## config.mk

```make
export PLATFORM = sky130hd
export DESIGN_NAME = sgb_ctrl
export DESIGN_NICKNAME = d
export VERILOG_FILES = /design/src/rtl/sgb_pkg.sv /design/src/rtl/sgb_ctrl.sv
export SDC_FILE = /design/constraint.sdc
export NUM_CORES = 1
export LEC_CHECK = 0
export BUFFER_PORTS_ARGS = -buffer_cell sky130_fd_sc_hd__buf_2
export CORE_MARGIN = 2
export CORE_UTILIZATION = 30
export DETAILED_ROUTE_END_ITERATION = 8
export PLACE_DENSITY_LB_ADDON = 0.15
export SLEW_MARGIN = 20
export SYNTH_ARGS = -nofsm -noshare
export SYNTH_HDL_FRONTEND = slang
export SYNTH_SLANG_ARGS = --single-unit
export TNS_END_PERCENT = 50
```

## constraint.sdc

```tcl
create_clock -name i_clk -period 7.86 [get_ports i_clk]
set_clock_uncertainty 0.2 [all_clocks]
set_input_delay 0.393 -clock i_clk [delete_from_list [all_inputs] [get_ports i_clk]]
set_output_delay 0.393 -clock i_clk [all_outputs]
set_load 0.01 [all_outputs]
```

## src/rtl/sgb_pkg.sv

```systemverilog
`default_nettype none
package sgb_pkg;

    localparam int CFG_RADIUS   = 0;
    localparam int CFG_W_NEAR   = 1;
    localparam int CFG_W_FAR    = 2;
    localparam int CFG_WIDTH    = 3;
    localparam int CFG_HEIGHT   = 4;
    localparam int CFG_IDX_W    = 3;
    localparam int CFG_DATA_W   = 64;

    localparam logic OP_PIXEL = 1'b0;
    localparam logic OP_DRAIN = 1'b1;

    localparam logic [CFG_IDX_W-1:0] IDX_RADIUS = CFG_IDX_W'(CFG_RADIUS);
    localparam logic [CFG_IDX_W-1:0] IDX_W_NEAR = CFG_IDX_W'(CFG_W_NEAR);
    localparam logic [CFG_IDX_W-1:0] IDX_W_FAR  = CFG_IDX_W'(CFG_W_FAR);
    localparam logic [CFG_IDX_W-1:0] IDX_WIDTH  = CFG_IDX_W'(CFG_WIDTH);
    localparam logic [CFG_IDX_W-1:0] IDX_HEIGHT = CFG_IDX_W'(CFG_HEIGHT);

    localparam logic [2:0]  RADIUS_RST  = 3'd1;
    localparam logic [63:0] W_NEAR_RST  = 64'd2605055999;
    localparam logic [63:0] W_FAR_RST   = 64'd0;
    localparam logic [10:0] WIDTH_RST   = 11'd640;
    localparam logic [15:0] HEIGHT_RST  = 16'd480;

    localparam int ACC_W  = 28;
    localparam int WSUM_W = 20;
    localparam int REM_W  = 29;

    typedef enum logic [3:0] {
        ST_IDLE,
        ST_COL,
        ST_HTAP,
        ST_DIV_GO,
        ST_DIV_WAIT,
        ST_VRD,
        ST_VACC,
        ST_EMIT,
        ST_WRITE,
        ST_FINISH,
        ST_DNEXT
    } t_state;

    typedef struct packed {
        logic       shift_in;
        logic       acc_clr;
        logic       acc_en;
        logic       tap_cur;
        logic       tap_mem;
        logic       div_start;
        logic       hres_load;
        logic       out_load;
        logic       out_last;
        logic       mem_rd;
        logic       mem_wr;
        logic [2:0] wt_idx;
    } t_cmd;

    typedef struct packed {
        logic div_done;
        logic out_free;
    } t_stat;

endpackage
`default_nettype wire

```

## src/rtl/sgb_ctrl.sv

```systemverilog
`default_nettype none
module sgb_ctrl
    import sgb_pkg::*;
#(
    parameter int MAX_WIDTH  = 1024,
    parameter int MAX_RADIUS = 7
) (
    input  wire logic                              i_clk,
    input  wire logic                              i_rst_n,
    input  wire logic                              i_valid,
    input  wire logic                              i_op,
    output logic                                   o_stall,
    input  wire logic                              i_cfg_we,
    input  wire logic [CFG_IDX_W-1:0]              i_cfg_index,
    input  wire logic [CFG_DATA_W-1:0]             i_cfg_data,
    output t_cmd                                   o_cmd,
    output logic [$clog2(2*MAX_RADIUS+1)-1:0]      o_win_idx,
    output logic [$clog2(2*MAX_RADIUS)-1:0]        o_slot,
    output logic [$clog2(MAX_WIDTH)-1:0]           o_col,
    input  t_stat                                  i_stat
);

    localparam int CW = $clog2(MAX_WIDTH);
    localparam int WW = $clog2(MAX_WIDTH + 1);
    localparam int PW = CW + 2;
    localparam int SW = $clog2(2 * MAX_RADIUS);
    localparam int XW = $clog2(2 * MAX_RADIUS + 1);
    localparam int DW = $clog2(MAX_RADIUS * MAX_WIDTH + 1);

    t_state r_state, n_state;
    logic [2:0]  r_radius, n_radius;
    logic [10:0] r_width, n_width;
    logic [15:0] r_height, n_height;
    logic [CW-1:0] r_col, n_col;
    logic [15:0] r_row, n_row;
    logic [SW-1:0] r_slot, n_slot;
    logic [DW-1:0] r_drain, n_drain;
    logic [15:0] r_dy, n_dy;
    logic [CW-1:0] r_dc, n_dc;
    logic [SW-1:0] r_last_slot, n_last_slot;
    logic [CW-1:0] r_x, n_x;
    logic [15:0] r_cur_row, n_cur_row;
    logic signed [PW-1:0] r_c, n_c;
    logic signed [PW-1:0] r_chi, n_chi;
    logic signed [4:0] r_i, n_i;
    logic signed [17:0] r_vy, n_vy;
    logic [15:0] r_ref_row, n_ref_row;
    logic [SW-1:0] r_ref_slot, n_ref_slot;
    logic r_has_cur, n_has_cur;
    logic r_vert, n_vert;
    logic r_drain_mode, n_drain_mode;
    logic r_flag_last, n_flag_last;

    logic [2:0]  eff_r;
    logic [WW-1:0] eff_w;
    logic [15:0] eff_h;
    logic [2:0]  rows_left;
    logic signed [4:0] r_s5;
    logic i_end;
    logic [CW-1:0] x_n;
    logic [15:0] row_n;
    logic signed [PW-1:0] x_s, p, c_lo, c_hi;
    logic h_valid;
    logic signed [17:0] yy, h_s, ref_s, d;
    logic v_valid, v_cur;
    logic [4:0] two_r, ref5, d5, slot5;
    logic [SW-1:0] v_slot;
    logic x_end, row_end;

    always_comb begin
        eff_r = (int'(r_radius) > MAX_RADIUS) ? 3'(MAX_RADIUS) : r_radius;
        if (r_width == 11'd0) begin
            eff_w = WW'(1);
        end else if (int'(r_width) > MAX_WIDTH) begin
            eff_w = WW'(MAX_WIDTH);
        end else begin
            eff_w = WW'(r_width);
        end
        eff_h = (r_height == 16'd0) ? 16'd1 : r_height;
        rows_left = (16'(eff_r) < eff_h) ? eff_r : eff_h[2:0];
        r_s5 = $signed({2'b00, eff_r});
        i_end = (r_i == r_s5);
        two_r = {1'b0, eff_r, 1'b0};

        x_n = (WW'(r_col) >= eff_w) ? '0 : r_col;
        row_n = (r_row >= eff_h) ? 16'd0 : r_row;
        x_s = $signed({2'b00, x_n});
        c_lo = (x_n >= CW'(eff_r)) ? x_s - PW'(r_s5) : '0;
        c_hi = (WW'(x_n) == eff_w - WW'(1)) ? x_s : x_s - PW'(r_s5);

        // horizontal tap
        p = r_c + PW'(r_i);
        h_valid = (p >= 0) && (p <= $signed({2'b00, r_x}));
        o_win_idx = XW'($signed({2'b00, r_x}) - p);

        // vertical tap
        yy = r_vy + 18'(r_i);
        h_s = $signed({2'b00, eff_h});
        ref_s = $signed({2'b00, r_ref_row});
        v_valid = (yy >= 0) && (yy < h_s) && !(r_has_cur && (yy > ref_s));
        v_cur = r_has_cur && (yy == ref_s);
        d = ref_s - yy;
        d5 = d[4:0];
        ref5 = 5'(r_ref_slot);
        slot5 = (ref5 >= d5) ? ref5 - d5 : ref5 + two_r - d5;
        v_slot = SW'(slot5);

        x_end = (WW'(r_x) == eff_w - WW'(1));
        row_end = (r_cur_row == eff_h - 16'd1);
    end

    always_comb begin
        n_state = r_state;
        n_radius = r_radius;
        n_width = r_width;
        n_height = r_height;
        n_col = r_col;
        n_row = r_row;
        n_slot = r_slot;
        n_drain = r_drain;
        n_dy = r_dy;
        n_dc = r_dc;
        n_last_slot = r_last_slot;
        n_x = r_x;
        n_cur_row = r_cur_row;
        n_c = r_c;
        n_chi = r_chi;
        n_i = r_i;
        n_vy = r_vy;
        n_ref_row = r_ref_row;
        n_ref_slot = r_ref_slot;
        n_has_cur = r_has_cur;
        n_vert = r_vert;
        n_drain_mode = r_drain_mode;
        n_flag_last = r_flag_last;
        o_cmd = '0;
        o_cmd.wt_idx = r_i[4] ? 3'(-r_i) : 3'(r_i);
        o_slot = r_slot;
        o_col = r_c[CW-1:0];
        o_stall = (r_state != ST_IDLE);

        case (r_state)
            ST_IDLE: begin
                if (i_valid) begin
                    if (i_op == OP_DRAIN) begin
                        if (r_drain != '0) begin
                            n_drain_mode = 1'b1;
                            n_has_cur = 1'b0;
                            n_vy = $signed({2'b00, r_dy});
                            n_ref_row = eff_h - 16'd1;
                            n_ref_slot = r_last_slot;
                            n_c = $signed({2'b00, r_dc});
                            n_i = -r_s5;
                            o_cmd.acc_clr = 1'b1;
                            n_state = ST_VRD;
                        end
                    end else begin
                        o_cmd.shift_in = 1'b1;
                        n_drain = '0;
                        n_drain_mode = 1'b0;
                        n_x = x_n;
                        n_cur_row = row_n;
                        if (r_row >= eff_h) begin
                            n_slot = '0;
                        end
                        n_c = c_lo;
                        n_chi = c_hi;
                        n_flag_last = (WW'(x_n) == eff_w - WW'(1))
                            && (row_n == eff_h - 16'd1) && (eff_r == 3'd0);
                        n_state = ST_COL;
                    end
                end
            end
            ST_COL: begin
                if (r_c > r_chi) begin
                    n_state = ST_FINISH;
                end else begin
                    o_cmd.acc_clr = 1'b1;
                    n_i = -r_s5;
                    n_state = ST_HTAP;
                end
            end
            ST_HTAP: begin
                o_cmd.acc_en = h_valid;
                if (i_end) begin
                    n_vert = 1'b0;
                    n_state = ST_DIV_GO;
                end else begin
                    n_i = r_i + 5'sd1;
                end
            end
            ST_DIV_GO: begin
                o_cmd.div_start = 1'b1;
                n_state = ST_DIV_WAIT;
            end
            ST_DIV_WAIT: begin
                if (i_stat.div_done) begin
                    if (r_vert) begin
                        n_state = ST_EMIT;
                    end else begin
                        o_cmd.hres_load = 1'b1;
                        if (r_cur_row >= 16'(eff_r)) begin
                            n_vy = $signed({2'b00, r_cur_row}) - 18'(r_s5);
                            n_has_cur = 1'b1;
                            n_ref_row = r_cur_row;
                            n_ref_slot = r_slot;
                            n_i = -r_s5;
                            o_cmd.acc_clr = 1'b1;
                            n_state = ST_VRD;
                        end else begin
                            n_state = ST_WRITE;
                        end
                    end
                end
            end
            ST_VRD: begin
                o_slot = v_slot;
                o_cmd.mem_rd = 1'b1;
                n_state = ST_VACC;
            end
            ST_VACC: begin
                o_cmd.acc_en = v_valid;
                o_cmd.tap_cur = v_cur;
                o_cmd.tap_mem = !v_cur;
                if (i_end) begin
                    n_vert = 1'b1;
                    n_state = ST_DIV_GO;
                end else begin
                    n_i = r_i + 5'sd1;
                    n_state = ST_VRD;
                end
            end
            ST_EMIT: begin
                if (i_stat.out_free) begin
                    o_cmd.out_load = 1'b1;
                    o_cmd.out_last = r_drain_mode ? (r_drain == DW'(1)) : r_flag_last;
                    n_state = r_drain_mode ? ST_DNEXT : ST_WRITE;
                end
            end
            ST_WRITE: begin
                o_cmd.mem_wr = (eff_r != 3'd0);
                n_c = r_c + PW'(1);
                n_state = ST_COL;
            end
            ST_FINISH: begin
                if (x_end) begin
                    n_col = '0;
                    if (row_end) begin
                        n_row = 16'd0;
                        n_slot = '0;
                        n_last_slot = r_slot;
                        n_drain = DW'(DW'(rows_left) * DW'(eff_w));
                        n_dy = eff_h - 16'(rows_left);
                        n_dc = '0;
                    end else begin
                        n_row = r_cur_row + 16'd1;
                        if (eff_r != 3'd0) begin
                            n_slot = (5'(r_slot) + 5'd1 == two_r) ? '0 : r_slot + SW'(1);
                        end
                    end
                end else begin
                    n_col = r_x + CW'(1);
                    n_row = r_cur_row;
                end
                n_state = ST_IDLE;
            end
            ST_DNEXT: begin
                n_drain = r_drain - DW'(1);
                if (WW'(r_dc) == eff_w - WW'(1)) begin
                    n_dc = '0;
                    n_dy = r_dy + 16'd1;
                end else begin
                    n_dc = r_dc + CW'(1);
                end
                n_state = ST_IDLE;
            end
            default: begin
                n_state = ST_IDLE;
            end
        endcase

        // geometry writes restart the frame
        if (i_cfg_we) begin
            case (i_cfg_index)
                IDX_RADIUS, IDX_WIDTH, IDX_HEIGHT: begin
                    n_col = '0;
                    n_row = 16'd0;
                    n_slot = '0;
                    n_drain = '0;
                    if (i_cfg_index == IDX_RADIUS) begin
                        n_radius = i_cfg_data[2:0];
                    end
                    if (i_cfg_index == IDX_WIDTH) begin
                        n_width = i_cfg_data[10:0];
                    end
                    if (i_cfg_index == IDX_HEIGHT) begin
                        n_height = i_cfg_data[15:0];
                    end
                end
                default: begin
                end
            endcase
        end
    end

    always_ff @(posedge i_clk) begin
        if (!i_rst_n) begin
            r_state <= ST_IDLE;
            r_radius <= RADIUS_RST;
            r_width <= WIDTH_RST;
            r_height <= HEIGHT_RST;
            r_col <= '0;
            r_row <= 16'd0;
            r_slot <= '0;
            r_drain <= '0;
            r_dy <= 16'd0;
            r_dc <= '0;
            r_last_slot <= '0;
            r_drain_mode <= 1'b0;
            r_vert <= 1'b0;
            r_has_cur <= 1'b0;
            r_flag_last <= 1'b0;
        end else begin
            r_state <= n_state;
            r_radius <= n_radius;
            r_width <= n_width;
            r_height <= n_height;
            r_col <= n_col;
            r_row <= n_row;
            r_slot <= n_slot;
            r_drain <= n_drain;
            r_dy <= n_dy;
            r_dc <= n_dc;
            r_last_slot <= n_last_slot;
            r_drain_mode <= n_drain_mode;
            r_vert <= n_vert;
            r_has_cur <= n_has_cur;
            r_flag_last <= n_flag_last;
        end
    end

    always_ff @(posedge i_clk) begin
        r_x <= n_x;
        r_cur_row <= n_cur_row;
        r_c <= n_c;
        r_chi <= n_chi;
        r_i <= n_i;
        r_vy <= n_vy;
        r_ref_row <= n_ref_row;
        r_ref_slot <= n_ref_slot;
    end

endmodule
`default_nettype wire

```

* Word-level counts from Yosys, hierarchy flattened
Index checks and enable logic that the tools add are counted.
W data, S select, Z words.
** Cells by class
- $add $sub $neg :: 24
- $mul :: 1
- Magnitude comparators :: 13
- Equality and inequality tests :: 37
- Multiplexer cells :: 124
- Bitwise gates (word level) :: 1
- Reductions and logical operators :: 37
** Operators by type and width (number)
- $mux W16 :: 16
- $mux W18 :: 6
- $mux W4 :: 26
- $mux W10 :: 9
- $mux W13 :: 6
- $pmux W16 S2 :: 2
- $mux W12 :: 4
- $mux W5 :: 8
- $pmux W13 S3 :: 1
- $pmux W18 S2 :: 1
- $pmux W4 S9 :: 1
- $eq A10 B11 Y1 :: 3
- $add A16 B1 Y16 const B :: 2
- $eq A16 B16 Y1 :: 2
- $ne A2 B2 Y1 const B :: 14
- $reduce_and A3 Y1 :: 9
- $mux W1 :: 25
- $pmux W12 S2 :: 1
- $mux W11 :: 2
- $sub A10 B3 Y11 :: 2
- $add A10 B1 Y10 const B :: 2
- $pmux W10 S2 :: 1
- $pmux W5 S4 :: 1
- $add A18 B5 Y18 :: 1
- 62 further kinds :: 92
** Storage, ports and cells
- Bits in registers :: 203
- Output and inout port bits :: 33
- Word-level logic and storage cells :: 261

* Longest topological paths before layout
Gate-level depths: netlist of run 1.
- Word-level depth :: 10
- Depth in mapped cells :: 22
- Depth with buffers taken out :: 20

* Worst setup path after synthesis of run 1
OpenSTA, ideal clock, no wires.
- Path kind :: reg2reg
- From :: register r_width[4]
- To :: register r_c[7] (data pin)
- Arrival time :: 5118 ps
- Data required time :: 7390 ps
- Path slack :: 2272 ps
- Cell stages (with the launch flop) :: 20
- Path buffers :: 3
- Cells stage by stage :: dfxtp_1 -> buf_2 -> or4_1 -> clkbuf_1 -> o41ai_2 -> ha_1 -> nand2b_1 -> a2111oi_0 -> o211ai_1 -> nand2_1 -> clkbuf_1 -> and2_1 -> ha_1 -> a21o_1 -> a21o_1 -> a211o_1 -> o311ai_0 -> o21ai_0 -> a221oi_1 -> a21oi_1
** On the way
- Longest elaborated chain between the ends :: 10
- Elaborated cells between the ends (all ways) :: 12
** RTL lines
- from (decl) :: RTL line sgb_ctrl.sv:32 : logic [10:0] r_width, n_width;
- from (signal assigned) :: RTL line sgb_ctrl.sv:326 : r_width <= n_width;
- $gt A11 B11 Y1 :: RTL line sgb_ctrl.sv:74 : end else if (int'(r_width) > MAX_WIDTH) begin
- $mux W11 :: RTL line sgb_ctrl.sv:74
- $mux W11 (*) :: RTL line sgb_ctrl.sv:72 : if (r_width == 11'd0) begin
- $ge A10 B11 Y1 (*) :: RTL line sgb_ctrl.sv:85 : x_n = (WW'(r_col) >= eff_w) ? '0 : r_col;
- $mux W10 (*) :: RTL line sgb_ctrl.sv:85
- named net x_n[1] :: RTL line sgb_ctrl.sv:60 : logic [CW-1:0] x_n;
- $sub A10 B3 Y11 or $ge A10 B3 Y1 (tied branches) :: RTL line sgb_ctrl.sv:88 : c_lo = (x_n >= CW'(eff_r)) ? x_s - PW'(r_s5) : '0;
- $mux W12 (*) :: RTL line sgb_ctrl.sv:88
- $mux W12 (*) :: RTL line sgb_ctrl.sv:145 : if (i_op == OP_DRAIN) begin
- $mux W12 (*) :: RTL line sgb_ctrl.sv:144 : if (i_valid) begin
- $pmux W12 S2 (*) :: RTL line sgb_ctrl.sv:142 : case (r_state)
- named net n_c[7] :: RTL line sgb_ctrl.sv:43 : logic signed [PW-1:0] r_c, n_c;
- to (signal assigned) :: RTL line sgb_ctrl.sv:345 : r_c <= n_c;
- to (decl) :: RTL line sgb_ctrl.sv:43
The timed path passes the listed nets; every way through them passes the cells marked *. The select of a mux whose other input is x is not followed.
A chain may end at the register's enable or synchronous reset.

* Worst setup path in the final report of run 1
- From :: register r_width[2]
- To :: register r_c[7] (data pin)
The elaborated chain is that of the path after synthesis.

==> results of run 1 <==
==> where the power goes <==
part / switching, µW / internal (µW)
clock: 497 / 723
combinational: 1660 / 1210
sequential: 243 / 1290
==> cells in the mapped netlist, drive strengths merged, types with 44 or more instances <==
cell | n | area share [%]
edfxtp | 91 | 15
inv | 156 | 3.2
ha | 156 | 11
xnor2 | 112 | 5.4
nor2 | 208 | 4.3
xor2 | 48 | 2.3
clkbuf | 104 | 2.1
nand3 | 72 | 2.0
nor4 | 44 | 1.9
a21oi | 179 | 4.9
nor3 | 74 | 2.1
nand2 | 247 | 5.1
dfxtp | 111 | 12
o21ai | 118 | 3.2
==> state kept, by name, indices dropped and copies added, names as in the netlist, 11 cells and up <==
signal,count
r_chi,11
r_ref_row,16
r_c,12
r_cur_row,16
r_row,16
r_vy,17
r_dy,16
r_height,16
r_drain,13
r_width,11
==> cell usage in the layout, fill, tap and decap left out, drive strengths merged, types with 18 or more instances in the layout <==
| cell | Yosys | routed |
|---|---|---|
| and3 | 26 | 26 |
| clkbuf | 104 | 33 |
| nor2 | 208 | 208 |
| o21a | 18 | 18 |
| and2 | 28 | 28 |
| buf | 35 | 85 |
| nand4 | 33 | 33 |
| nand2 | 247 | 247 |
| a21o | 36 | 36 |
| nor2b | 23 | 23 |
| nand3 | 72 | 72 |
| xnor2 | 112 | 112 |
| nor3 | 74 | 74 |
| ha | 156 | 156 |
| fa | 21 | 21 |
| dfxtp | 111 | 111 |
| a21oi | 179 | 179 |
| a31oi | 30 | 30 |
| o21ai | 118 | 118 |
| inv | 156 | 155 |
| o211ai | 27 | 27 |
| edfxtp | 91 | 91 |
| nor4 | 44 | 44 |
| xor2 | 48 | 48 |
==> cells by family (layout without fill, tap and decap cells) <==
family,count (synthesis),in the layout
and+or+nand+nor,851,851
AOI/OAI and AO/OA,588,588
buffers and inverters,296,307
DFF,202,202
adders and majority gates,177,177
xor gates and xnor gates,163,163
muxes,15,15
==> per-layer routing <==
layer  global-route usage, %  vias up  routed length [µm]
met2                    30.2      502               27100
met3                    2.69       73                3430
met4                    5.32        0                1500
met1                    28.8     8158               31300
met5                       0        -                   0
li1                        -     8266                   -
==> critical path: stages (launching register included) <==
cell and delay (ns):
dfxtp_1 0.44, or4_1 0.82, o41ai_2 0.39, buf_4 0.24
ha_1 0.24, nand2b_1 0.15, a2111oi_0 0.52, o211ai_1 0.31
nand2_1 0.48, and2_1 0.30, ha_1 0.28, a21o_1 0.16
a21o_1 0.26, a211o_1 0.34, o311ai_0 0.29, o21ai_0 0.17
a221oi_1 0.38, a21oi_1 0.07
==> worst max-delay path by stage <==
stage,start,to,slack (ns),cells past startpoint
4_1_cts,r_width[2]$_SDFFE_PN0P_,r_c[7]$_DFFE_PP_,1.57,17
5_1_grt,r_width[2]$_SDFFE_PN0P_,r_c[7]$_DFFE_PP_,1.05,17
6_report,r_width[2]$_SDFFE_PN0P_,r_c[7]$_DFFE_PP_,1.51,17
3_5_place_dp,r_width[2]$_SDFFE_PN0P_,r_c[7]$_DFFE_PP_,1.59,17
3_3_place_gp,r_width[2]$_SDFFE_PN0P_,r_c[7]$_DFFE_PP_,1.61,17
2_1_floorplan,r_width[4]$_SDFFE_PN0P_,r_c[7]$_DFFE_PP_,2.27,19
==> what timing repair did <==
item                      CTS  global route
hold buffers               17             0
resized for setup           0             0
hold endpoints to repair   31             0
==> per-stage QoR <==
stage / hold slack (ns) / power, µW
finish: 0.0405 / 5620
global route: 0.0902 / 6090
CTS: 0.00727 / 5670
detailed placement: 0.243 / 4420
global placement: 0.241 / 4360
floorplan: 0.232 / 3640
==> area by class of cell <==
cell class                 count  share of cell area [%]
clock inverter                15                   0.733
multi-input combinational   1794                    60.1
clock buffer                  33                    3.46
sequential                   202                    24.6
timing repair buffer         102                    3.29
inverter                     157                    2.92
tap                          782                    4.86
==> summary.md, run 1 <==
| Metric | Value |
|---|---|
| Status | `finished clean` |
| Dpl ws | `1.59 ns` |
| Total gr overflow | `0` |
| Synth Cell Area | `between 15000 and 20000 µm²` |
| Sequential cell area fraction in the yosys report | `between 20% and 30%` |
| Fin Setup TNS | `0 ns` |
| Min-Delay Path Class | `primary input to flip-flop` |
| Combinational family with the most area after synthesis | `simple AND/OR/NAND/NOR gates` |
| Post-layout util | `between 30% and 40%` |
| Clk_lat worst skew | `~0.56 ns` |
| Hold_sp | `i_cfg_index[0]` |
| Avg Vias per Cell | `5.51` |
| Yosys warnings | `0` |
| GPL Wtd Cong | `between 0.8 and 0.9` |
| Count of cell types in the netlist | `between 90 and 100` |
| Max Cap Viol | `0` |
| RSZ-0062 raised after global routing | `no` |
| Max Slew Vio Count | `0` |
| Syn nets | `2543` |
| Total Routed Length | `roughly 63000 µm` |
| Post-Synth Simple-Gate Area | `a little under a quarter` |
| Tmin final | `approximately 6.3 ns` |
| Synth Area in Compound Gates | `21.1%` |
| Prevailing post-synth register cell | `dfxtp_1` |
| Antenna violations before repair | `0` |
| Max Buffers Root-to-Sink | `3` |
| Vias in the first global route | `about 16000` |
| CP endpoint kind | `flip-flop` |
| Setup violators final | `0` |
| EDFF count, synth | `91` |
| Area Overhead vs Synth | `10.8%` |
| Synth Area in XOR/XNOR | `under 10%` |
| Dpl hpwl | `between 40000 and 50000 µm` |
| Final std cells w/o fill | `3085` |
| CTS tree | `yes` |
| Syn avg cell area | `roughly 8 µm²` |
| Vias | `17000` |
| Critical Path RT | `7.93 ns` |
| Setup Buffers After CTS | `0` |
| TritonCTS Buffers | `26` |
| Fin nets | `about 2500` |
| Worst slew pin tran | `between 1 and 1.5 ns` |
| Row cnt | `90` |
| Gr usage total | `about a fifth` |
| Die Span Y | `between 200 and 300 µm` |
| RR Startpoint | `r_width[2]$_SDFFE_PN0P_` |
| CP Data Arrival Time | `roughly 6.4 ns` |
| Largest net degree at the start of global routing | `59` |
| Leak | `between 0.007 and 0.008 µW` |
| Post-DP Area | `around 19000 µm²` |
| Post-synthesis mux area share | `0.860%` |
| Yosys reg bits | `approximately 200` |
| # DRC | `0` |
| Die Wd | `~250 µm` |
| Fill count | `around 6400` |
| Cell area after layout | `20100 µm²` |
| Worst-path clk slew | `0.06 ns` |
| # port buffers | `58` |
| Critical path peak fanout | `15` |
| Power Density | `~280 nW/µm²` |
| FF+latch area | `around 5000 µm²` |
| Share of layout cells above drive strength 1 | `7.34%` |
| Async S/R FF share, synth | `0%` |
| CP startpoint kind | `flip-flop` |
| # IOs | `approximately 110` |
| Reg2Reg Depth | `17` |
| Routed Antenna Nets | `0` |
| Routed WL per cell | `slightly above 20 µm` |
| Fmax | `158 MHz` |
| PnR worst setup slack | `~1.5 ns` |
| WHS Path Cells | `3` |
| First-pass GRT wire length | `between 90000 and 100000 µm` |
| Maximum VDD drop | `around 140 µV` |
| Fin. Hold Viols | `0` |
| Ant diodes | `0` |
| Worst Hold Path EP | `eff_r[0]$_SDFFE_PN1P_` |
| Clock sinks | `202` |
| Starting Density | `between 30% and 40%` |
| Synth Area in Adders | `a little over an eighth` |
| Root Driver | `clkbuf_16` |
| CTS H-tree depth | `1` |
| Post-Synthesis Cells | `approximately 2300` |
| Slew headroom | `around 24%` |
| Worst r2r dst | `r_c[7]$_DFFE_PP_` |
| Router iterations before antenna repair | `5` |
| Total die area | `~63000 µm²` |
| Core area | `60100 µm²` |
| Period utilization | `80.8%` |
| Initial drt markers | `1374` |
| Setup CP Type | `flip-flop to flip-flop` |
| Placed cells | `just over 3000` |
| Combined area of the multi-input logic cells | `~12000 µm²` |
| R2r setup slk | `~1.5 ns` |
Power figures use the tool's default switching activity.
==> run 2: changes to the inputs <==
--- a/config.mk
+++ b/config.mk
@@ -5,6 +5,7 @@
 export SDC_FILE = /design/constraint.sdc
 export NUM_CORES = 1
 export LEC_CHECK = 0
+export ABC_AREA = 1
 export BUFFER_PORTS_ARGS = -buffer_cell sky130_fd_sc_hd__buf_2
 export CORE_MARGIN = 2
 export CORE_UTILIZATION = 30
==> constraint.sdc (replaced) <==
create_clock -name i_clk -period 6.55 [get_ports i_clk]
set_clock_uncertainty 0.2 [all_clocks]
set_input_delay 0.3275 -clock i_clk [delete_from_list [all_inputs] [get_ports i_clk]]
set_output_delay 0.3275 -clock i_clk [all_outputs]
set_load 0.01 [all_outputs]
==> run 2 against run 1 <==
Hold slack improved by 0.026 ns. Via count rose by 5.3%. Critical path type is now flip-flop to output pin. Combinational power up 68%. Routed wire length rose by 4.9%. Die area about the same.
==> summary.md, run 2 <==
| Metric | Value |
|---|---|
| Share of layout cells above drive strength 1 | `6.78% (-0.55 points)` |
| Total gr overflow | `0 (unchanged)` |
| RR Startpoint | `r_height[5]$_SDFFE_PN1P_` |
| CTS H-tree depth | `1 (unchanged)` |
| Clk_lat worst skew | `0.57 ns (about the same)` |
| Synth Area in Adders | `13.0% (about the same)` |
| Initial drt markers | `1619 (+18%)` |
| Total die area | `62600 µm² (about the same)` |
| Die Span Y | `250 µm (about the same)` |
| Row cnt | `90 (unchanged)` |
| Prevailing post-synth register cell | `dfxtp_1` |
| Critical path cell sequence | `ha_1 -> a21oi_1 -> o21ai_0 -> nand2_1 -> o2111ai_1 -> a31o_2 -> nand2_1 -> nand2_1 -> a21boi_0 -> xnor2_1 -> ha_1 -> nand2_1 -> nor2_1 -> a211oi_1 -> nand2_1 -> nand3_1 -> a211oi_1 -> nor2_1 -> nand3_1 -> nand2_1 -> buf_2` |
| Combinational family with the most area after synthesis | `simple AND/OR/NAND/NOR gates` |
| Antenna violations before repair | `0 (unchanged)` |
| Maximum VDD drop | `218 µV (+60%)` |
| Setup violators final | `0 (unchanged)` |
| Synth Area in XOR/XNOR | `5.37% (-2.7 points)` |
| Placed cells | `3455 (+14%)` |
| # DRC | `0 (unchanged)` |
| Worst slew pin tran | `1.04 ns (-0.0683 ns)` |
| Reg2Reg Depth | `28 (+11)` |
| Power Density | `409 nW/µm² (+47%)` |
| Syn avg cell area | `6.78 µm² (-15%)` |
| Root Driver | `clkbuf_16` |
| Leak | `0.00932 µW (+18%)` |
| Clock sinks | `202 (unchanged)` |
| CTS tree | `yes` |
| Core area | `60100 µm² (unchanged)` |
| Ant diodes | `0 (unchanged)` |
| Fin nets | `2973 (+17%)` |
| Worst r2r dst | `r_drain[9]$_SDFF_PN0_` |
| RSZ-0062 raised after global routing | `no` |
| Synth Area in Compound Gates | `14.3% (-6.8 points)` |
| # port buffers | `58 (unchanged)` |
| Synth Cell Area | `18200 µm² (about the same)` |
| Async S/R FF share, synth | `0% (unchanged)` |
| Bufs and invs on worst path | `1 (unchanged)` |
| Avg Vias per Cell | `5.08 (-7.8%)` |
| CP endpoint | `o_cmd[11]` |
| Routed Antenna Nets | `0 (unchanged)` |
| Post-Synth Simple-Gate Area | `30.2% (+7.0 points)` |
| Gr usage total | `20.9% (+1.2 points)` |
| Max Slew Vio Count | `0 (unchanged)` |
| CP endpoint kind | `output pin` |
| # IOs | `107 (unchanged)` |
| Top reg by flops | `r_vy` |
| Status | `finished clean` |
| Critical path's slowest cell | `edfxtp_1` |
| Yosys reg bits | `202 (unchanged)` |
| Max reg flops | `17 (unchanged)` |
| Top cell by count, worst path | `nand2_1` |
| Sequential cell area fraction in the yosys report | `27.2% (about the same)` |
| Tmin final | `roughly 5.5 ns` |
| CP startpoint kind | `flip-flop` |
| Area Overhead vs Synth | `11.2%` |
| Dpl ws | `1.10 ns (-0.491 ns)` |
| GPL Wtd Cong | `0.928 (+4.2%)` |
| Router iterations before antenna repair | `5 (unchanged)` |
| Largest net degree at the start of global routing | `49 (-17%)` |
| First-pass GRT wire length | `102000 µm (+5.2%)` |
| Commonest non-fill, non-tap cells in the layout | `nand2_1 (633), inv_1 (361), nor2_1 (313)` |
| R2r setup slk | `1.15 ns (-0.36 ns)` |
| Vias in the first global route | `17200 (+6.6%)` |
| Share of the synthesized area in the top cell type | `15.0% (about the same)` |
| Max incr delay on CP | `0.76 ns (-0.06 ns)` |
| Max Buffers Root-to-Sink | `3 (unchanged)` |
| PnR worst setup slack | `1.04 ns (-0.473 ns)` |
| Ranking of synthesized cells by area | `edfxtp_1 (15%), nand2_1 (13%), dfxtp_1 (12%)` |
| Largest area contributor in the netlist | `edfxtp_1` |
| Most frequent cells after synthesis | `nand2_1 (633), inv_1 (362), nor2_1 (315), a21oi_1 (181), o21ai_0 (166)` |
| Post-Synthesis Cells | `2682 (+17%)` |
| Die Wd | `250 µm (about the same)` |
| Vias | `17900 (+5.3%)` |
| Setup Buffers After CTS | `0 (unchanged)` |
| CP top delay family | `compound AO/OA/AOI/OAI gates` |
| Fin. Hold Viols | `0 (unchanged)` |
| Worst-path clk slew | `0.06 ns (about the same)` |
| Critical Path Stages | `21 (+4)` |
| Fin Setup TNS | `0 ns (unchanged)` |
| Syn nets | `2933 (+15%)` |
| Routed WL per cell | `18.9 µm (-8.2%)` |
| Post-synthesis mux area share | `0% (-0.86 points)` |
| Critical Path RT | `6.02 ns (-1.91 ns)` |
| Critical path peak fanout | `14 (-1)` |
| Count of cell types in the netlist | `62 (-33%)` |
| Max Cap Viol | `0 (unchanged)` |
| EDFF count, synth | `91 (unchanged)` |
| Post_cts resized | `0 (unchanged)` |
| Commonest non-fill, non-tap cell in the layout | `nand2_1` |
| Worst setup startpoint | `r_i[4]$_DFFE_PP_` |
| Dpl hpwl | `53300 µm (+7.5%)` |
| Starting Density | `30.2% (about the same)` |
| Most common cell in the netlist | `nand2_1` |
| Min-Delay Path Class | `primary input to flip-flop` |
| Slew headroom | `30.2% (+6.2 points)` |
| Final std cells w/o fill | `3524 (+14%)` |
| CP Data Arrival Time | `4.98 ns (-1.44 ns)` |
| Hold Slack | `0.0665 ns (+0.0261 ns)` |
| Total Routed Length | `66400 µm (+4.9%)` |
| Period utilization | `a little over four fifths` |
| Setup CP Type | `flip-flop to output pin` |
| Yosys warnings | `0 (unchanged)` |
| TritonCTS Buffers | `26 (unchanged)` |
| Fmax | `181 MHz` |
## run 2: changes by cell type after synthesis, moves of 34 or more
cell,previous run,this run
inv_1,156,362
nand3_1,70,155
xor2_1,48,86
clkbuf_1,104,52
o21ai_0,114,166
nand2_1,247,633
xnor2_1,112,21
nor3_1,73,39
a21o_1,36,1
nor2_1,208,315
## run 2: how the worst min path moves through the flow
stage	start	to	slack (ns)	cells after the start
6_report	i_cfg_we	r_width[7]$_SDFFE_PN1P_	0.07	5
2_1_floorplan	r_row[0]$_SDFF_PN0_	r_row[0]$_SDFF_PN0_	0.25	2
3_3_place_gp	r_row[0]$_SDFF_PN0_	r_row[0]$_SDFF_PN0_	0.27	2
5_1_grt	i_cfg_we	r_width[7]$_SDFFE_PN1P_	0.10	5
4_1_cts	i_cfg_we	r_width[7]$_SDFFE_PN1P_	0.05	5
3_5_place_dp	r_row[0]$_SDFF_PN0_	r_row[0]$_SDFF_PN0_	0.26	2
## run 2: power by group
group	switching (µW)	internal (µW)	leakage (µW)	total, µW
combinational	3000	1800	0.00716	4800
sequential	333	1650	0.00173	1990
clock	599	880	0.000425	1480
## run 2: per-layer routing
metal,part of all wire [%],GRT usage [%]
met5,0,0
met4,2.1,4.94
met3,5.0,1.65
met2,43,32.8
met1,50,31.0
## run 2: layout make-up
class | count | area (µm²)
Timing Repair Buffer | 93 | 606
Fill cell | 6580 | 39900
Multi-Input combinational cell | 2030 | 11400
Inverter | 369 | 1390
Clock inverter | 13 | 141
Clock buffer | 35 | 716
Sequential cell | 202 | 4950
Tap cell | 782 | 978
## run 2: logic make-up after synthesis
kind of cell | count (synthesis)
and+or+nand+nor | 1283
AOI/OAI and AO/OA | 461
buffers and inverters | 450
DFF | 202
adders and majority gates | 177
xor gates and xnor gates | 109
## run 2: through the flow
step                      instance area, µm²  utilization (%)  power, µW
final                                  20200             33.6       8270
after global routing                   20200             33.6       9070
after CTS                              20200             33.6       8320
after detailed placement               19200             31.9       6780
after global placement                 19200             31.9       6700
after floorplan                        18200                -       5470
## run 2: timing repair
item / CTS / global route
hold endpoints to repair: 29 / 0
hold buffers: 21 / 0
endpoints found under the setup margin: 0 / 0
## run 2: worst min-delay path, cell delays in order
cell and delay (ns):
buf_2 0.10, inv_1 0.04, nor3_1 0.13, nand2_1 0.10
nand3_1 0.07
==> run 3: changes to the inputs <==
==> constraint.sdc (replaced) <==
create_clock -name i_clk -period 5.2 [get_ports i_clk]
set_clock_uncertainty 0.2 [all_clocks]
set_input_delay 0.26 -clock i_clk [delete_from_list [all_inputs] [get_ports i_clk]]
set_output_delay 0.26 -clock i_clk [all_outputs]
set_load 0.01 [all_outputs]
==> run 3 against run 2 <==
Non-clock buffer count is 43 higher. First-iteration DRC count is 10% lower. Worst setup slack lost 0.71 ns. Sequential share of layout area down 0.57 points. Critical path type unchanged. Register-to-register slack worse by 0.61 ns. Largest power group unchanged. Combinational power is 29% higher.
==> summary.md, run 3 (synthesis gave the netlist of run 2 again) <==
| Metric | Value |
|---|---|
| Status | `finished clean` |
| Clock sinks | `202 (unchanged)` |
| P_sw | `5030 µW (+28%)` |
| FF+latch area | `4950 µm² (unchanged)` |
| R2r setup slk | `0.54 ns (-0.61 ns)` |
| Area Overhead vs Synth | `13.8%` |
| Setup CP Type | `flip-flop to output pin` |
| Avg Vias per Cell | `5.09 (+0.23%)` |
| Power Density | `516 nW/µm² (+26%)` |
| Slew headroom | `29.0% (-1.2 points)` |
| RR Startpoint | `r_width[2]$_SDFFE_PN0P_` |
| Commonest non-fill, non-tap cell in the layout | `nand2_1` |
| Max Slew Vio Count | `0 (unchanged)` |
| CP Data Arrival Time | `4.41 ns (-0.57 ns)` |
| Worst r2r dst | `r_c[3]$_DFFE_PP_` |
| Max reg flops | `17 (unchanged)` |
| Clk_lat worst skew | `0.58 ns (about the same)` |
| Setup Buffers After CTS | `0 (unchanged)` |
| Die Wd | `250 µm (unchanged)` |
| Worst Hold Path EP | `r_width[9]$_SDFFE_PN1P_` |
| Placed cells | `3490 (+1.0%)` |
| Critical path peak fanout | `12 (-2)` |
| Post-layout util | `34.4% (+0.79 points)` |
| First-pass GRT wire length | `104000 µm (+1.5%)` |
| Reg2Reg Depth | `21 (-25%)` |
| Core area | `60100 µm² (unchanged)` |
| Antenna violations before repair | `0 (unchanged)` |
| Row cnt | `90 (unchanged)` |
| Final std cells w/o fill | `3571 (+1.3%)` |
| WHS Path Cells | `5 (unchanged)` |
| Period utilization | `between 90% and 100%` |
| Worst-path clk slew | `0.06 ns (about the same)` |
| Vias in the first global route | `17400 (+1.3%)` |
| Total Routed Length | `67800 µm (+2.1%)` |
| Int Power | `5640 µW (+30%)` |
| Cell area after layout | `20700 µm² (+2.4%)` |
| Bufs and invs on worst path | `3 (+2)` |
| Max Buffers Root-to-Sink | `3 (unchanged)` |
| Tmin final | `between 4 and 5 ns` |
| CP endpoint kind | `output pin` |
| CTS H-tree depth | `1 (unchanged)` |
| Critical Path Stages | `22 (+4.8%)` |
| Largest net degree at the start of global routing | `54 (+10%)` |
| Total power | `10700 µW (+29%)` |
| # IOs | `107 (unchanged)` |
| Total die area | `62600 µm² (unchanged)` |
| Worst slew pin tran | `1.06 ns (+0.0144 ns)` |
| Fin Setup TNS | `0 ns (unchanged)` |
| Min-Delay Path Class | `primary input to flip-flop` |
| Share of layout cells above drive strength 1 | `8.39% (+1.6 points)` |
| Fin nets | `3018 (+1.5%)` |
| CP startpoint kind | `flip-flop` |
| CP top delay family | `compound AO/OA/AOI/OAI gates` |
| Initial drt markers | `1454 (-10%)` |
| Leak | `0.00957 µW (+2.7%)` |
| Top reg by flops | `r_vy` |
| Commonest non-fill, non-tap cells in the layout | `nand2_1 (633), inv_1 (360), nor2_1 (311)` |
| Dpl hpwl | `54100 µm (+1.7%)` |
| Die Span Y | `250 µm (unchanged)` |
| RSZ-0062 raised after global routing | `no` |
| Clk pwr share | `19.1% (+1.2 points)` |
| TritonCTS Buffers | `28 (+7.7%)` |
| Critical path's slowest cell | `edfxtp_1` |
| Seq pwr share | `23.1% (-0.9 points)` |
| Router iterations before antenna repair | `5 (unchanged)` |
| Routed Antenna Nets | `0 (unchanged)` |
| Maximum VDD drop | `317 µV (+45%)` |
| Switching part of the total | `47.1% (-0.43 points)` |
| Max Cap Viol | `0 (unchanged)` |
| Critical path cell sequence | `buf_4 -> ha_1 -> inv_1 -> o21ai_0 -> nand3_1 -> o2111ai_1 -> a31o_2 -> nand2_1 -> nand2_1 -> a21boi_2 -> xnor2_2 -> ha_1 -> nand2_1 -> nor2_1 -> a211oi_2 -> nand2_1 -> nand3_1 -> a211oi_1 -> nor2_1 -> nand3_2 -> nand2_1 -> buf_2` |
| Routed WL per cell | `19.0 µm (+0.74%)` |
| Max incr delay on CP | `0.45 ns (-0.31 ns)` |
| Setup violators final | `0 (unchanged)` |
| Gr usage total | `21.3% (+0.41 points)` |
| Critical Path RT | `4.74 ns (-1.28 ns)` |
| GPL Wtd Cong | `0.920 (-0.84%)` |
| Fmax | `just over 200 MHz` |
| Top cell by count, worst path | `nand2_1` |
| # port buffers | `58 (unchanged)` |
| Ant diodes | `0 (unchanged)` |
| # DRC | `0 (unchanged)` |
| Vias | `18200 (+1.6%)` |
| Total gr overflow | `0 (unchanged)` |
| Fin. Hold Viols | `0 (unchanged)` |
| Starting Density | `30.2% (unchanged)` |
| Hold_sp | `i_cfg_index[1]` |
| Fill count | `6502 (-1.2%)` |
| Post-DP Area | `19400 µm² (+1.4%)` |
| CTS tree | `yes` |
| Combined area of the multi-input logic cells | `11500 µm² (+0.43%)` |
| Comb pwr share | `57.8% (-0.3 points)` |
| Root Driver | `clkbuf_16` |
run 3: stage by stage:
step	worst slack, ns	hold slack (ns)
after CTS	0.0308	0.0237
final	0.331	0.0571
after floorplan	1.01	0.186
after detailed placement	0.557	0.263
after global placement	0.612	0.257
after global routing	0.0123	0.0679
run 3: worst register-to-register path: cells and delay by family, from the launching register on:
| kind | cells | cell delay, ns |
|---|---|---|
| DFF | 1 | 0.39 |
| adders and majority gates | 2 | 0.68 |
| AOI/OAI and AO/OA | 4 | 0.87 |
| and+or+nand+nor | 15 | 2.25 |
run 3: power groups by stage:
stage | clock network [µW] | registers (µW) | logic [µW]
floorplan | 0 | 2340 | 4550
global placement | 0 | 2490 | 5970
detailed placement | 0 | 2500 | 6080
CTS | 2090 | 2470 | 6170
global route | 2150 | 2510 | 7040
finish | 2040 | 2470 | 6170
run 3: layer usage:
| metal | wire (µm) | part of all wire [%] | GRT usage, % |
|---|---|---|---|
| met5 | 0 | 0 | 0 |
| met2 | 29300 | 43 | 33.5 |
| met3 | 4110 | 6.1 | 2.19 |
| met1 | 32700 | 48 | 31.0 |
| met4 | 1670 | 2.5 | 5.53 |
run 3: how the worst max path moves through the flow:
stage                             start                    end
6_report               r_i[4]$_DFFE_PP_              o_cmd[11]
3_5_place_dp    r_width[2]$_SDFFE_PN0P_       r_c[3]$_DFFE_PP_
4_1_cts                r_i[4]$_DFFE_PP_              o_cmd[11]
5_1_grt                r_i[0]$_DFFE_PP_              o_cmd[11]
3_3_place_gp           r_i[4]$_DFFE_PP_              o_cmd[11]
2_1_floorplan  r_height[4]$_SDFFE_PN0P_  r_drain[9]$_SDFF_PN0_
run 3: area by class of cell:
| type | instances | share of cell area, % |
|---|---|---|
| repair buffers | 136 | 4.58 |
| well taps | 782 | 4.73 |
| inverters | 369 | 6.70 |
| clock buffers | 36 | 3.68 |
| multi-input cells | 2030 | 55.5 |
| flip-flops and latches | 202 | 23.9 |
| clock inverters | 16 | 0.876 |
run 3: what timing repair did:
| action | in CTS | in global routing |
|---|---|---|
| endpoints found under the hold margin | 35 | 0 |
| setup endpoints to repair | 1 | 3 |
| pin swaps | 0 | 2 |
| hold buffers | 29 | 0 |
| gates resized for setup | 2 | 11 |
